==> src/hw/rtl/kmd_ram.sv <==
module kmd_ram #(
    parameter int WIDTH = 32,
    parameter int DEPTH = 8,
    parameter int ADDR_W = (DEPTH > 1) ? $clog2(DEPTH) : 1
) (
    input  logic              clk,
    input  logic              we,
    input  logic [ADDR_W-1:0] waddr,
    input  logic [WIDTH-1:0]  wdata,
    input  logic              re,
    input  logic [ADDR_W-1:0] raddr,
    output logic [WIDTH-1:0]  rdata
);

    logic [WIDTH-1:0] mem_reg [DEPTH];
    logic [WIDTH-1:0] rdata_reg;

    always_ff @(posedge clk)
    begin
        if (we)
        begin
            mem_reg[waddr] <= wdata;
        end
        // read-first: a same-address write is not seen here
        if (re)
        begin
            rdata_reg <= mem_reg[raddr];
        end
    end

    assign rdata = rdata_reg;

endmodule

==> config.mk <==
export PLATFORM = sky130hd
export DESIGN_NAME = kmd_ram
export DESIGN_NICKNAME = d
export VERILOG_FILES = /design/src/hw/rtl/kmd_ram.sv
export SDC_FILE = /design/constraint.sdc
export NUM_CORES = 1
export LEC_CHECK = 0
export BUFFER_PORTS_ARGS = -buffer_cell sky130_fd_sc_hd__clkbuf_2
export CAP_MARGIN = 20
export CORE_ASPECT_RATIO = 1.25
export CORE_MARGIN = 1
export CORE_UTILIZATION = 63
export CTS_CLUSTER_DIAMETER = 150
export DETAILED_ROUTE_END_ITERATION = 10
export PLACE_DENSITY = 0.83
export REMOVE_ABC_BUFFERS = 1
export SLEW_MARGIN = 10
export SYNTH_ARGS = -nofsm -noshare
export SYNTH_HDL_FRONTEND = slang
export SYNTH_SLANG_ARGS = --single-unit
export TNS_END_PERCENT = 1
==> constraint.sdc <==
create_clock -name clk -period 8.3 [get_ports clk]
set_input_delay 0.83 -clock clk [delete_from_list [all_inputs] [get_ports clk]]
set_output_delay 0.83 -clock clk [all_outputs]
set_load 0.05 [all_outputs]
==> implementation parameters <==
Parameter                              Value

Outcome
  Result of the run ... completed

Final layout
  Share of layout cells above drive strength 1 ... 0.356
  Register area ... 0.00865 sq mm
  Area used by multi-input combinational logic ... 0.00207 sq mm
  Net count, final ... 549
  Layout-stage area growth over the synthesis result ... 14.1%
  Diode count ... 0
  Area of all placed cells without fillers ... 0.0123 sq mm
  Total of fill cells in the finished design ... 878
  Fin cells ... 746
  Number of flip-flops in the largest register ... 256

Global route
  Total global-route track usage ... 0.223
  Pin count of the biggest net entering global routing ... 65
  Wire length of the first global-routing pass ... 28.2 mm
  Number of antenna violations at the first check in global routing ... 0
  Vias in the first global route ... 4775
  Residual overflow from global routing ... 0

STA
  Actual slew at the worst max-slew pin ... 0.854 ns
  Number of max-slew violations in the final report ... 0
  Final setup skew ... 0.0107 ns
  Worst max-slew margin expressed relative to the limit ... 0.430
  Period minus WS final ... 2.16 ns
  Portion of the clock cycle consumed by the worst path in the final layout ... 0.261
  Fmax ... 462 MHz
  Setup repair after global routing missed its margin ... no
  Final hold vios ... 0
  Final setup violation count ... 0
  Final critical-path setup slack ... 6.14 ns
  TNS Setup ... 0 ns

Synthesis
  Post-synthesis sequential element count ... 288
  Predominant post-synthesis flop cell ... sky130_fd_sc_hd__edfxtp_1
  Synth area leaders ... sky130_fd_sc_hd__edfxtp_1, sky130_fd_sc_hd__mux4_1, sky130_fd_sc_hd__mux4_2
  Most instantiated library cell after synthesis ... sky130_fd_sc_hd__edfxtp_1
  Number of enable flip-flop cells after synthesis ... 288
  Gate count after technology mapping ... 415
  Leading cell types by count after synthesis ... sky130_fd_sc_hd__edfxtp_1, sky130_fd_sc_hd__mux4_1, sky130_fd_sc_hd__mux2_2
  Library cells used by synthesis ... 12
  Cell area after synthesis ... 0.0108 sq mm
  Seq/Total Area, Yosys ... 0.802
  Mean area per synthesized cell ... 26.0 sq um
  Yosys top cell area share ... 0.802
  Number of warnings reported in the yosys synthesis log ... 0
  Top cell type by total area after synthesis ... sky130_fd_sc_hd__edfxtp_1
  Proportion of register bits with asynchronous set or reset after synthesis ... 0

Die
  Die boundary width ... 119 um
  Vertical die dimension ... 148 um
  Starting density of the core ... 0.643
  CORE AREA ... 0.0168 sq mm
  Total Die Area ... 0.0177 sq mm
  Cell row count ... 53
  I/O pin total ... 73

Critical path
  Type of the setup path with the least slack ... input pin to flip-flop
  Required time worst endpoint ... 8.56 ns
  Kind of cell adding the most delay to the critical path ... multiplexers
  Number of buffer and inverter stages on the critical path ... 2
  Crit end category ... flip-flop
  Maximum fanout count along the critical path ... 44
  Delay contributed by the slowest stage of the critical path ... 0.62 ns
  Kind of start point of the critical path ... input pin
  Arrival time worst endpoint ... 2.42 ns
  Cell with the largest stage delay on the worst path ... sky130_fd_sc_hd__mux4_1
  Cells traversed along the worst timing path ... buf_4, buf_16, mux4_1, mux2_2

Drt
  Residual DRC ... 0
  Post-detailed-route count of antenna-violating nets ... 0
  Routed len/inst ... 25.2 um
  Via count ... 4518
  Drt first-iter violations ... 412
  Vias per inst ... 6.06
  DRT Pass-1 Iters ... 4
  Total routed wirelength ... 18.8 mm

Pwr
  Power density relative to cell area ... 246 mW/mm^2
  Combinational Power Share ... 0.063
  Standby leakage power ... 0.00414 uW
  Int Pwr ... 2410 uW
  Worst vdd ir ... 0.196 mV
  Share of power burned in the clock network ... 0.383
  Part of the total power dissipated in sequential elements ... 0.554
  Switching part of the total ... 0.204
  Power dissipated by switching net loads ... 617 uW

Placed design
  Cell count after placement ... 699
  Count of input and output buffers ... 72
  Placer congestion estimate ... 0.658
  Detail Placement HPWL ... 9.09 mm
  Pre-CTS worst setup slack ... 5.36 ns
  Placement Cell Area ... 0.0114 sq mm

Clock network
  Number of buffers inserted for hold repair after clock tree synthesis ... 0
  Max Root-Sink Buffers ... 3
  Clock-pin transition on the worst setup and hold timing paths ... 0.07 ns
  Cell chosen for the clock root ... sky130_fd_sc_hd__clkbuf_16
  Insertion delay to the later sink of the worst-skew pair ... 0.51 ns
  Clock Sink Count ... 288
  Clock buffers created by TritonCTS ... 25
  Gates resized, CTS repair ... 0
  TritonCTS clock tree ... done
  Number of setup buffers added after CTS ... 0
  H-tree depth ... 1

Flow run
  Max-Cap Viols ... 0

Worst hold path
  Hold Path Class ... input pin to flip-flop
## routing by layer
layer,routed length (um),part of all wire,vias up,GRT usage
met2,10200,0.54,167,0.377
met3,1180,0.063,23,0.0380
met4,318,0.017,0,0.0886
met1,7150,0.38,2327,0.295
li1,-,-,2001,-
met5,0,0,-,0
## cells by family after synthesis
| logic type | Yosys count | share of synthesized area |
|---|---|---|
| buffers and inverters | 18 | 0.0118 |
| multiplexers | 96 | 0.181 |
| flip-flops | 288 | 0.802 |
| AND/OR/NAND/NOR | 13 | 0.00545 |
## worst register-to-register path, stage by stage (launching register included)
cell,delay (ns)
sky130_fd_sc_hd__edfxtp_1,0.38
sky130_fd_sc_hd__mux4_1,0.55
sky130_fd_sc_hd__mux2_2,0.29
## through the flow
| step | hold WS [ns] | utilization | power, uW |
|---|---|---|---|
| global route | 0.581 | 0.733 | 3130 |
| floorplan | 0.716 | - | 1810 |
| detailed placement | 0.737 | 0.681 | 1890 |
| CTS | 0.569 | 0.731 | 3050 |
| global placement | 0.721 | 0.681 | 1880 |
| finish | 0.588 | 0.733 | 3030 |
## power by group through the flow
stage | combinational, uW | sequential (uW) | clock (uW)
detailed placement | 187 | 1710 | 0
finish | 190 | 1680 | 1160
global placement | 180 | 1700 | 0
global route | 201 | 1680 | 1240
CTS | 190 | 1680 | 1190
floorplan | 66.9 | 1750 | 0
## cells in the final DEF (no fill, tap or decap), types with 4 or more instances in the layout
cell type                     n
sky130_fd_sc_hd__mux4_2      24
sky130_fd_sc_hd__clkbuf_16   25
sky130_fd_sc_hd__nor2_4       6
sky130_fd_sc_hd__clkinv_2     6
sky130_fd_sc_hd__mux2_2      32
sky130_fd_sc_hd__buf_4       11
sky130_fd_sc_hd__clkbuf_2    71
sky130_fd_sc_hd__bufinv_16    4
sky130_fd_sc_hd__edfxtp_1   288
sky130_fd_sc_hd__mux4_1      40
## final timing paths
kind                  startpoint              to  slack (ns)  cells after the start
setup reg to reg  mem_reg[3][24]       rdata[24]        6.84                      2
hold / removal         wdata[31]  mem_reg[2][31]        0.59                      1
hold reg to reg   mem_reg[5][31]       rdata[31]        0.75                      2
setup / recovery        raddr[0]       rdata[20]        6.14                      4
## layout make-up
class                           instances  share of cell area
Sequential cell                       288               0.703
Clock inverter                         17              0.0157
Timing Repair Buffer                   84              0.0395
Tap cell                              220              0.0224
Multi-Input combinational cell        109               0.168
Clock buffer                           28              0.0518
No activity file was read; power rests on OpenSTA's default activity.
