File: src/hw/rtl/kmd_pkg.sv
package kmd_pkg;

    localparam int ROWS_DEF      = 8;
    localparam int COLS_DEF      = 16;
    localparam int TICK_BITS_DEF = 32;

    // Fixed field widths of the ports
    localparam int IN_COLS = 16;
    localparam int ROW_W   = 3;
    localparam int COL_W   = 4;
    localparam int NOW_W   = 32;
    localparam int CFG_W   = 32;

    localparam logic [CFG_W-1:0] DEBOUNCE_RESET = 32'd10;

    // One row's worth of lane findings, handed to the event merger
    typedef struct packed {
        logic [IN_COLS-1:0] mask;
        logic [IN_COLS-1:0] press;
        logic [ROW_W-1:0]   row;
    } evt_load_t;

endpackage

File: src/hw/rtl/kmd_merge.sv
module kmd_merge (
    input  logic                        clk,
    input  logic                        rst_n,
    input  logic                        load_valid,
    input  kmd_pkg::evt_load_t          load,
    output logic                        load_ready,
    output logic                        out_valid,
    input  logic                        out_ready,
    output logic [kmd_pkg::ROW_W-1:0]   event_row,
    output logic [kmd_pkg::COL_W-1:0]   event_column,
    output logic                        is_press,
    output logic                        last_event
);

    localparam int N = kmd_pkg::IN_COLS;

    logic [N-1:0]              mask_reg, mask_next;
    logic [N-1:0]              press_reg;
    logic [kmd_pkg::ROW_W-1:0] row_reg;

    logic                      out_valid_reg, out_valid_next;
    logic [kmd_pkg::ROW_W-1:0] ev_row_reg;
    logic [kmd_pkg::COL_W-1:0] ev_col_reg;
    logic                      ev_press_reg;
    logic                      ev_last_reg;

    logic [N-1:0]              pick;
    logic [N-1:0]              mask_left;
    logic [kmd_pkg::COL_W-1:0] pick_col;
    logic                      advance;

    // lowest pending column first
    assign pick      = mask_reg & (~mask_reg + N'(1));
    assign mask_left = mask_reg & ~pick;
    assign advance   = (|mask_reg) && (!out_valid_reg || out_ready);

    always_comb
    begin
        pick_col = '0;
        for (int i = 0; i < N; i++)
        begin
            if (pick[i])
            begin
                pick_col = kmd_pkg::COL_W'(i);
            end
        end
    end

    assign load_ready = advance ? (mask_left == '0) : (mask_reg == '0);

    always_comb
    begin
        mask_next = advance ? mask_left : mask_reg;
        if (load_valid && load_ready)
        begin
            mask_next = load.mask;
        end
    end

    always_comb
    begin
        out_valid_next = out_valid_reg;
        if (advance)
        begin
            out_valid_next = 1'b1;
        end
        else if (out_ready)
        begin
            out_valid_next = 1'b0;
        end
    end

    always_ff @(posedge clk or negedge rst_n)
    begin
        if (!rst_n)
        begin
            mask_reg      <= '0;
            out_valid_reg <= 1'b0;
        end
        else
        begin
            mask_reg      <= mask_next;
            out_valid_reg <= out_valid_next;
        end
    end

    always_ff @(posedge clk)
    begin
        if (load_valid && load_ready)
        begin
            press_reg <= load.press;
            row_reg   <= load.row;
        end
        if (advance)
        begin
            ev_row_reg   <= row_reg;
            ev_col_reg   <= pick_col;
            ev_press_reg <= |(press_reg & pick);
            ev_last_reg  <= (mask_left == '0);
        end
    end

    assign out_valid    = out_valid_reg;
    assign event_row    = ev_row_reg;
    assign event_column = ev_col_reg;
    assign is_press     = ev_press_reg;
    assign last_event   = ev_last_reg;

endmodule
File: config.mk
export PLATFORM = sky130hd
export DESIGN_NAME = kmd_merge
export DESIGN_NICKNAME = d
export VERILOG_FILES = /design/src/hw/rtl/kmd_pkg.sv /design/src/hw/rtl/kmd_merge.sv
export SDC_FILE = /design/constraint.sdc
export NUM_CORES = 1
export LEC_CHECK = 0
export BUFFER_PORTS_ARGS = -buffer_cell sky130_fd_sc_hd__buf_2
export CORE_MARGIN = 2
export CORE_UTILIZATION = 55
export CTS_CLUSTER_DIAMETER = 60
export DETAILED_ROUTE_END_ITERATION = 7
export PLACE_DENSITY = 0.88
export SLEW_MARGIN = 25
export SYNTH_ARGS = -nofsm -noshare
export SYNTH_HDL_FRONTEND = slang
export SYNTH_SLANG_ARGS = --single-unit
File: constraint.sdc
create_clock -name clk -period 7.24 [get_ports clk]
set_clock_uncertainty 0.1 [all_clocks]
set_input_delay 0.724 -clock clk [delete_from_list [all_inputs] [get_ports clk]]
set_output_delay 0.724 -clock clk [all_outputs]
set_load 0.01 [all_outputs]
==> out/qor.csv <==
stage,metric,value,unit
sta,fmax,262,MHz
drt,antenna_left,0,
cts,cts_sinks,45,
cts,holdBufCountCts,0,
sta,tns,0,ns
placement,dpl.cell_count,306,
drt,vias_per_cell,6.26,
logic_synthesis,synth_top_area_frac,0.351,
logic_synthesis,syn_avg_cell_area,10.7,sq um
floorplan,rows,24,
final_layout,drive_gt1_frac,0.263,
sta,fin_crit_sh,0.526,
logic_synthesis,yosys.area_share.simple,0.168,
worst_setup_path,cp-start-kind,flip-flop,
sta,maxSlewViolCount,0,
cts,postCtsSetupBuffers,0,
worst_setup_path,crit_fanout,18,
worst_setup_path,critPathArrivalTime,2.99,ns
logic_synthesis,yosysSeqAreaShare,0.528,
cts,htreeDepth,2,
floorplan,start_util,0.562,
power_and_ir_drop,p_per_area,515,nW/um^2
sta,hold_viol,0,
worst_setup_path,rr_worst_depth,5,
cts,clkSlewWorstSetupHoldPaths,0.09,ns
global_route,antenna_found_initial,0,
worst_setup_path,crit_chain,"nor4_2, nand4_2, a2111oi_4, nand4b_4, nand2_1, buf_2",
logic_synthesis,synth_top_family_by_area,compound AO/OA/AOI/OAI gates,
final_layout,final_common_cell,buf_2,
drt,drt_iter0_drc,212,
power_and_ir_drop,ir_worst_vdd,0.278,mV
placement,io_buffers,49,
sta,period_needed,3.81,ns
power_and_ir_drop,p_leak,1.06,nW
logic_synthesis,synth-adder-area-share,0.00835,
drt,drc,0,
global_route,grt_max_degree,28,
final_layout,stdcell_count,314,
drt,wl,5550,microns
logic_synthesis,synth.ff_latch_count,45,
floorplan,core_area,4260,sq um
cts,root_buffer,clkbuf_8,
placement,place_congestion,0.966,
placement,pre_cts_slack,3.56,ns
logic_synthesis,synth_edf_count,28,
logic_synthesis,yosysWarnings,0,
cts,clk_latency,0.30,ns
floorplan,io_pins,50,
logic_synthesis,synth_nets,264,
logic_synthesis,synthCells,225,
worst_setup_path,slowest_delay,0.59,ns
global_route,grt_pass1_wl,9230,microns
cts,cts_tree,done,
sta,rsz0062_at_grt,false,
logic_synthesis,postSynth.asyncResetShare,0.378,
logic_synthesis,synth-xor-area-share,0,
placement,dpl.hpwl,3970,microns
worst_setup_path,cp_slowest_cell,nor4_2,
drt,wl_per_cell,17.7,microns
final_layout,n_antenna_cell,0,
power_and_ir_drop,power.total,1.40,mW
cts,clk_path_buf_depth,2,
min_path,hold_class,input port to asynchronous set/reset pin,
cts,cts-buffers-inserted,5,
logic_synthesis,yosysUniqueCellTypes,48,
global_route,grt_usage,0.244,
global_route,grt_pass1_vias,1897,
logic_synthesis,synthTopCellsByArea,"edfxtp_1 (35%), dfrtp_1 (18%), nand2_1 (4.1%)",
sta,relSlewSlack,0.398,
logic_synthesis,netlist_area,2400,sq um
global_route,grt_overflow_total,0,
worst_setup_path,end_kind,output port,
logic_synthesis,yosysTopAreaCell,edfxtp_1,
final_layout,syn_to_final_growth,13.4,%
logic_synthesis,synth-main-ff-cell,edfxtp_1,
drt,dr.pass1.iters,5,
final_layout,nFillCells,373,
outcome,status,"finished, final reports clean",
floorplan,chipHeight,70.0,microns
final_layout,nets,300,
drt,vias,1967,
sta,setup_viol,0,
worst_setup_path,cp.required,6.42,ns
job,drv_cap,0,
logic_synthesis,synthMuxAreaShare,0,
floorplan,die_w,70.0,microns
sta,tightest_slew,0.901,ns
final_layout,mostFrequentLayoutCells,"buf_2 (49), edfxtp_1 (28), nand2_1 (26)",
logic_synthesis,synth_compound_area_frac,0.246,
sta,finalWorstSetupSlack,3.43,ns
worst_setup_path,critPathKind,flip-flop to output port,
cts,ctsResizeCount,0,
floorplan,die_area,4900,sq um
worst_setup_path,rrSetupSlack,3.77,ns
-- worst max-delay path: cells and delay by family, from the launching register on --
kind | cells | cell delay (ns)
flip-flops | 1 | 0.52
buffers and inverters | 1 | 0.14
AO/OA/AOI/OAI | 1 | 0.54
AND/OR/NAND/NOR | 4 | 1.49
-- final cells by class --
type | count | area, sq um | area share
sequential | 45 | 1270 | 0.466
multi-input combinational | 158 | 1020 | 0.376
timing repair buffer | 49 | 245 | 0.0902
clock buffer | 6 | 72.6 | 0.0267
tap | 52 | 65.1 | 0.0239
clock inverter | 2 | 38.8 | 0.0143
inverter | 2 | 7.51 | 0.00276
-- metal layers --
layer | GRT usage | vias up | share of wire
li1 | - | 933 | -
met1 | 0.312 | 927 | 0.40
met2 | 0.403 | 88 | 0.50
met3 | 0.0592 | 19 | 0.072
met4 | 0.0940 | 0 | 0.029
met5 | 0 | - | 0
-- worst paths after layout --
| path | start | endpoint |
|---|---|---|
| worst max-delay path | mask_reg[4] | load_ready |
| worst min-delay path | rst_n | mask_reg[15] |
| worst max register to register | mask_reg[4] | press_reg[5] |
| worst min register to register | row_reg[0] | event_row[0] |
| max in group asynchronous | rst_n | mask_reg[5] |
| min in group clk | row_reg[0] | event_row[0] |
-- metrics by stage --
stage / instance area [sq um] / hold WS [ns] / util
3_5_place_dp: 2600 / 0.307 / 0.610
2_1_floorplan: 2400 / 0.300 / -
5_1_grt: 2720 / 0.261 / 0.638
3_3_place_gp: 2600 / 0.302 / 0.610
6_report: 2720 / 0.244 / 0.638
4_1_cts: 2710 / 0.250 / 0.636
-- synthesized netlist by cell type (2+ instances only) --
library cell	number
a21boi_0	2
buf_6	3
o31ai_1	5
o41ai_1	3
nor2_1	13
o21ai_2	2
clkbuf_1	10
nor4_2	2
o221ai_1	2
nor3_1	8
nand3_1	8
o211ai_1	8
or3_1	4
a22oi_1	2
o21ai_0	11
maj3_1	2
buf_4	2
o21a_1	6
o21bai_1	2
inv_1	2
edfxtp_1	28
a21oi_1	17
buf_2	3
o32ai_1	3
dfrtp_1	17
o21ai_1	4
nor2b_1	3
a2bb2oi_1	4
o2111ai_1	2
clkbuf_2	2
nand3b_1	3
nand2_1	26
-- logic make-up (layout without fill, tap and decap cells) --
kind of cell | after synthesis | count (layout)
flops | 45 | 45
buf+inv | 22 | 59
fa+ha+maj | 2 | 2
simple gates | 75 | 75
compound gates | 81 | 81
-- power by group --
part	switching, mW	internal, mW
registers	0.109	0.398
clock network	0.0837	0.104
logic	0.425	0.281
total	0.617	0.783
No activity file was read; power rests on OpenSTA's default activity.
