[src/hw/rtl/kmd_pkg.sv]
package kmd_pkg;

    localparam int ROWS_DEF      = 8;
    localparam int COLS_DEF      = 16;
    localparam int TICK_BITS_DEF = 32;

    // Fixed field widths of the ports
    localparam int IN_COLS = 16;
    localparam int ROW_W   = 3;
    localparam int COL_W   = 4;
    localparam int NOW_W   = 32;
    localparam int CFG_W   = 32;

    localparam logic [CFG_W-1:0] DEBOUNCE_RESET = 32'd10;

    // One row's worth of lane findings, handed to the event merger
    typedef struct packed {
        logic [IN_COLS-1:0] mask;
        logic [IN_COLS-1:0] press;
        logic [ROW_W-1:0]   row;
    } evt_load_t;

endpackage

[src/hw/rtl/kmd_lane.sv]
module kmd_lane #(
    parameter int TICK_BITS = kmd_pkg::TICK_BITS_DEF
) (
    input  logic                     raw,
    input  logic                     last,
    input  logic                     stable,
    input  logic [TICK_BITS-1:0]     tick_old,
    input  logic [TICK_BITS-1:0]     now,
    input  logic [kmd_pkg::CFG_W-1:0] debounce_ticks,
    output logic [TICK_BITS-1:0]     tick_new,
    output logic                     fire
);

    localparam int CMP_W = (TICK_BITS > kmd_pkg::CFG_W) ? TICK_BITS : kmd_pkg::CFG_W;

    logic                 changed;
    logic [TICK_BITS-1:0] elapsed;
    logic                 expired;

    assign changed  = raw ^ last;
    assign elapsed  = now - tick_old;
    assign expired  = CMP_W'(elapsed) > CMP_W'(debounce_ticks);
    assign tick_new = changed ? now : tick_old;
    // a fresh change has zero elapsed time and never fires
    assign fire     = !changed && expired && (raw != stable);

endmodule

[config.mk]
export PLATFORM = sky130hd
export DESIGN_NAME = kmd_lane
export DESIGN_NICKNAME = d
export VERILOG_FILES = /design/src/hw/rtl/kmd_pkg.sv /design/src/hw/rtl/kmd_lane.sv
export SDC_FILE = /design/constraint.sdc
export NUM_CORES = 1
export LEC_CHECK = 0
export BUFFER_PORTS_ARGS = -buffer_cell sky130_fd_sc_hd__buf_2
export CAP_MARGIN = 30
export CORE_MARGIN = 8
export CORE_UTILIZATION = 30
export DETAILED_ROUTE_END_ITERATION = 10
export GPL_TIMING_DRIVEN = 0
export PLACE_DENSITY = 0.58
export SYNTH_ARGS = -nofsm -noshare
export SYNTH_HDL_FRONTEND = slang
export SYNTH_SLANG_ARGS = --single-unit
export TNS_END_PERCENT = 100
[constraint.sdc]
create_clock -name vclk -period 5.5
set_input_delay 1.1 -clock vclk [all_inputs]
set_output_delay 1.1 -clock vclk [all_outputs]
set_load 0.01 [all_outputs]
==> impl_metrics.py, run 1 <==
metrics = {
    "finish": {
        "area_growth_syn_to_layout_pct": 32.9,
        "layout-drive-gt1-share_pct": 29.3,
        "multiInputGateArea_sq_mm": 0.00278,
        "final_area_sq_mm": 0.00402,
        "clock_buffers": 0,
        "regArea_sq_um": 0,
        "n_sequential_cell": 0,
        "fillers": 1089,
        "nNetsFinal": 755,
        "n_antenna_cell": 0,
    },
    "global_routing": {
        "overflow": 0,
        "grt_antenna_before_repair": 0,
        "grt_first_pass_wirelength_um": 16200,
        "grtUsageTotal_pct": 14.2,
        "grt_start_max_net_pins": 11,
        "first_global_vias": 3599,
    },
    "worst_setup_path": {
        "critPathKind": "in2out",
        "startpoint_type": "primary input",
        "path_max_fanout": 6,
        "cp.required_ns": 4.40,
        "arrival_ns": 4.51,
        "crit_start": "now[0]",
        "setup.worst_path.end_class": "output pin",
    },
    "power_and_ir_drop": {
        "power_density_mw_per_mm2": 127,
        "p_leak_nw": 2.22,
        "pwr-share-seq_pct": 0,
        "p_int_uw": 229,
        "clockPowerShare_pct": 0,
        "sw_frac_of_total_pct": 55.2,
        "combPwrFrac_pct": 100.0,
        "power_uw": 512,
        "ir_drop_uv": 39.4,
        "power.switching_uw": 283,
    },
    "synthesis": {
        "synthesis.nets": 609,
        "synth_area_leader_cell": "ha_1",
        "synthesis.area_per_instance_sq_um": 6.79,
        "ys_seq_area_share_pct": 0,
        "syn_area_sq_mm": 0.00303,
        "ys_top_cells_by_area": "ha_1 (26%), inv_1 (8.4%), o21ai_0 (7.6%)",
        "synth_cell_types": 55,
        "post-synth-top-area-fraction_pct": 26.0,
        "netlist_instances": 446,
        "yosys_warnings": 0,
    },
    "timing": {
        "rsz0062_at_grt": "yes",
        "fin_hold_ws_ns": 2.50,
        "tightestPinTransition_ns": 0.736,
        "slew_violations": 0,
        "fin_crit_sh_pct": 102,
        "fin_crit_ns": 5.61,
        "final_hold_viol_count": 0,
        "relSlewSlack_pct": 50.8,
        "setup_viol": 1,
        "layout_setup_ws_ns": -0.111,
        "fmax_ghz": 0.178,
    },
    "routing": {
        "routed_wl_um": 10200,
        "drtIter0Drc": 113,
        "drt_pre_antenna_iters": 4,
        "vias_per_cell": 4.98,
        "ant_nets": 0,
        "wl_per_cell_um": 14.1,
        "vias": 3604,
        "drcViolationCount": 0,
    },
    "die": {
        "rows": 36,
        "core_area_sq_mm": 0.00977,
        "initial_core_util_pct": 31.0,
        "pin_count": 132,
        "dieArea_sq_mm": 0.0136,
        "die_h_um": 116,
        "die_w_um": 116,
    },
    "placed_design": {
        "place_congestion": 0.877,
        "place_ws_ns": -0.485,
        "place_area_sq_mm": 0.00385,
        "dp_hpwl_um": 8920,
        "io_buffers": 132,
    },
    "min_path": {
        "hold_path_end": "tick_new[2]",
        "min_from": "now[2]",
        "hp-class": "in2out",
        "min_path_cells": 4,
    },
    "flow_run": {
        "cap_violations": 0,
    },
    "clock_network": {
        "postCtsHoldBufs": 0,
    },
    "status": {
        "violations": "setup timing",
        "outcome": "finished, violations left",
    },
}
-- how the worst max path moves through the flow --
stage | end | cells past startpoint
after floorplan | fire | 16
after global placement | fire | 18
after detailed placement | fire | 18
after CTS | fire | 18
after global routing | fire | 18
final | fire | 18
-- Yosys cell counts, types with 2 or more instances --
master	number
mux2_2	2
o21ai_0	46
ha_1	63
nand4_1	14
a21o_1	21
a21oi_1	35
o31ai_1	3
a221oi_2	2
inv_1	68
o211ai_2	2
nor4_1	2
buf_2	2
clkbuf_1	15
nand3_1	5
xnor2_1	16
nand2_1	54
and3_1	4
o211ai_1	3
nor3_1	4
nand2b_1	2
xor2_1	14
a211oi_1	3
nor2_1	16
and2_1	4
o21ai_2	2
o21a_1	8
a31oi_1	4
o21bai_1	3
nor2b_1	3
-- area by class of cell --
class	count	share of cell area, %
timing repair buffer	144	18.8
buffer	17	1.65
inverter	68	6.41
multi-input combinational	361	69.0
tap	133	4.14
-- metrics by stage --
step                      std cells  TNS [ns]  utilization (%)
final                           723    -0.111             41.2
after global routing            723    -0.286             41.2
after CTS                       716   -0.0884             40.5
after detailed placement        711    -0.485             39.4
after global placement          711    -0.440             39.4
after floorplan                 446         0                -
-- power by group through the flow --
stage	Clock (mW)	Combinational (mW)	Sequential [mW]
2_1_floorplan	0	0.337	0
3_3_place_gp	0	0.476	0
3_5_place_dp	0	0.485	0
4_1_cts	0	0.504	0
5_1_grt	0	0.575	0
6_report	0	0.512	0
-- cell usage in the layout, fill, tap and decap left out, types with 3 or more instances in the layout --
cell type / synthesis / final
o211ai_1: 3 / 3
o21a_1: 8 / 8
xor2_1: 14 / 13
buf_4: 0 / 12
ha_1: 63 / 62
o21ai_1: 1 / 5
nor3_1: 4 / 3
and2_1: 4 / 4
buf_2: 2 / 133
a21oi_1: 35 / 34
and3_1: 4 / 4
nand4_1: 14 / 14
clkbuf_1: 15 / 15
inv_1: 68 / 66
nand2_1: 54 / 54
a211oi_1: 3 / 3
o21bai_1: 3 / 3
xnor2_1: 16 / 16
a31oi_1: 4 / 4
nand3_1: 5 / 5
nor2_1: 16 / 16
o31ai_1: 3 / 3
a21o_1: 21 / 21
o21ai_0: 46 / 42
nor2b_1: 3 / 3
-- worst max-delay path: stages --
cell,delay [ns]
buf_6,0.10
inv_4,0.05
ha_4,0.12
inv_2,0.03
fa_2,0.35
a21o_1,0.20
a221oi_4,0.30
o21ai_2,0.15
a221oi_4,0.33
o31a_4,0.23
nor4b_4,0.22
nor3_2,0.08
ha_1,0.30
nand4_1,0.15
nor4_2,0.34
o21ai_1,0.14
a31oi_1,0.14
buf_2,0.16
-- kinds of logic after synthesis --
kind of cell	count (synthesis)	share of synthesized area, %
AOI/OAI and AO/OA	152	34.9
adders and majority gates	64	26.7
and+or+nand+nor	113	18.3
muxes	2	0.744
xor gates and xnor gates	30	8.68
buffers and inverters	85	10.6
-- metal layers --
metal | GRT usage [%] | share of wire [%]
met2 | 26.5 | 49
met1 | 17.5 | 44
met4 | 2.16 | 1.6
met5 | 0 | 0
met3 | 1.19 | 5.5
-- timing repair --
item / in CTS / in global routing
pin swaps: 18 / 8
setup buffers: 5 / 7
setup endpoints to repair: 1 / 1
gates resized for setup: 16 / 2
No activity file was read; power rests on OpenSTA's default activity.
==> inputs of run 2 (changes only) <==
- CORE_UTILIZATION: 30 -> 43
- PLACE_DENSITY: 0.58 -> 0.77
==> run 2 against run 1 <==
The flow still finishes with violations (setup timing). Combinational power is 2% higher. Global-route usage is 3.8 points higher. Critical path depth is 1 higher. Die area is 26% lower. First-iteration DRC count is 35% higher. Critical path type unchanged. Largest power group unchanged.
==> impl_metrics.py, run 2 (synthesized netlist as in run 1, its figures left out) <==
metrics = {
    "finish": {
        "final-instance-count-excl-fill": 689,
        "nNetsFinal": 758,
        "final_core_util_pct": 59.0,
        "clock_buffers": 0,
        "n_antenna_cell": 0,
        "final_common_cell": "buf_2",
        "area_growth_syn_to_layout_pct": 32.4,
        "layout_common_cells": "buf_2 (133), inv_1 (66), ha_1 (62)",
        "regArea_sq_um": 0,
        "layout-drive-gt1-share_pct": 29.8,
        "n_sequential_cell": 0,
    },
    "timing": {
        "rsz0062_at_grt": "yes",
        "fin_crit_ns": 5.59,
        "tightestPinTransition_ns": 0.672,
        "slew_violations": 0,
        "fin_crit_sh_pct": 102,
        "final_hold_viol_count": 0,
        "setup_viol": 1,
        "relSlewSlack_pct": 55.0,
        "fmax_ghz": 0.179,
        "layout_setup_ws_ns": -0.0919,
    },
    "flow_run": {
        "cap_violations": 0,
    },
    "power_and_ir_drop": {
        "power.switching_uw": 287,
        "pwr-share-seq_pct": 0,
        "sw_frac_of_total_pct": 54.9,
        "clockPowerShare_pct": 0,
        "p_leak_nw": 2.25,
        "p_int_uw": 236,
        "ir_drop_uv": 59.5,
        "combPwrFrac_pct": 100.0,
        "power_density_mw_per_mm2": 130,
    },
    "die": {
        "die_w_um": 99.9,
        "die_h_um": 99.9,
        "dieArea_sq_mm": 0.00998,
        "initial_core_util_pct": 44.6,
        "pin_count": 132,
        "rows": 30,
        "core_area_sq_mm": 0.00679,
    },
    "worst_setup_path": {
        "cp.depth": 19,
        "setup.worst_path.end_class": "output pin",
        "crit_path_frequent_cell": "a221oi_4",
        "crit_family": "compound AO/OA/AOI/OAI gates",
        "critPathKind": "in2out",
        "crit_buf_inv": 5,
        "cp_cell_sequence": "buf_8 > inv_4 > ha_4 > inv_2 > fa_2 > a21o_1 > a221oi_4 > o21ai_2 > a221oi_4 > o31a_4 > buf_6 > o211ai_2 > xor2_1 > ha_1 > nand4_1 > nor4_4 > o21ai_1 > a31oi_1 > buf_2",
        "cp.required_ns": 4.40,
        "cpPeakStageDelay_ns": 0.34,
        "arrival_ns": 4.49,
        "path_max_fanout": 7,
        "startpoint_type": "primary input",
        "cp_slowest_cell": "fa_2",
    },
    "global_routing": {
        "overflow": 0,
        "first_global_vias": 3541,
        "grtUsageTotal_pct": 18.1,
        "grt_first_pass_wirelength_um": 15700,
        "grt_antenna_before_repair": 0,
        "grt_start_max_net_pins": 11,
    },
    "routing": {
        "drtIter0Drc": 153,
        "vias_per_cell": 5.27,
        "drt_pre_antenna_iters": 4,
        "routed_wl_um": 9710,
        "drcViolationCount": 0,
        "ant_nets": 0,
        "wl_per_cell_um": 14.1,
        "vias": 3633,
    },
    "placed_design": {
        "dp_hpwl_um": 8280,
        "place_inst": 674,
        "io_buffers": 132,
        "place_congestion": 0.862,
    },
    "min_path": {
        "hp-class": "in2out",
        "min_path_cells": 4,
    },
    "status": {
        "outcome": "finished, violations left",
        "violations": "setup timing",
    },
    "clock_network": {
        "postCtsHoldBufs": 0,
    },
}
run 2: final cells by class:
class	count	area, sq um
fillers	648	2780
multi-input cells	361	2780
repair buffers	147	787
inverters	68	258
well taps	96	120
plain buffers	17	66.3
run 2: power by group through the flow:
stage          sequential [mW]  clock, mW  combinational, mW
2_1_floorplan                0          0              0.337
4_1_cts                      0          0              0.508
3_5_place_dp                 0          0              0.480
5_1_grt                      0          0              0.578
3_3_place_gp                 0          0              0.467
6_report                     0          0              0.523
run 2: final timing paths:
path	startpoint	end	slack, ns
hold / removal	now[29]	tick_new[29]	2.50
setup / recovery	now[0]	fire	-0.09
run 2: what timing repair did:
action	4_1_cts	5_1_grt
pin swaps	19	15
gates resized for setup	18	3
endpoints found under the setup margin	1	1
hold endpoints to repair	0	0
buffers inserted	8	7
run 2: stage by stage:
step	TNS, ns	hold WS [ns]	cell area [sq um]	total power [mW]	setup WS, ns
5_1_grt	-0.287	2.53	4010	0.578	-0.287
4_1_cts	-0.0606	2.51	3940	0.508	-0.0606
3_5_place_dp	-0.380	2.51	3810	0.480	-0.380
2_1_floorplan	0	2.35	3030	0.337	0.169
3_3_place_gp	-0.335	2.50	3810	0.467	-0.335
6_report	-0.0919	2.50	4010	0.523	-0.0919
run 2: per-layer routing:
layer,vias up,global-route usage (%),routed length (um)
met3,10,1.66,506
met4,0,2.68,139
li1,1875,-,-
met5,-,0,0
met1,1627,21.7,4250
met2,121,34.0,4820
run 2: tightest hold or removal path, stage by stage:
cell	delay (ns)
buf_2	0.09
nand2_1	0.04
o21ai_0	0.05
buf_2	0.13
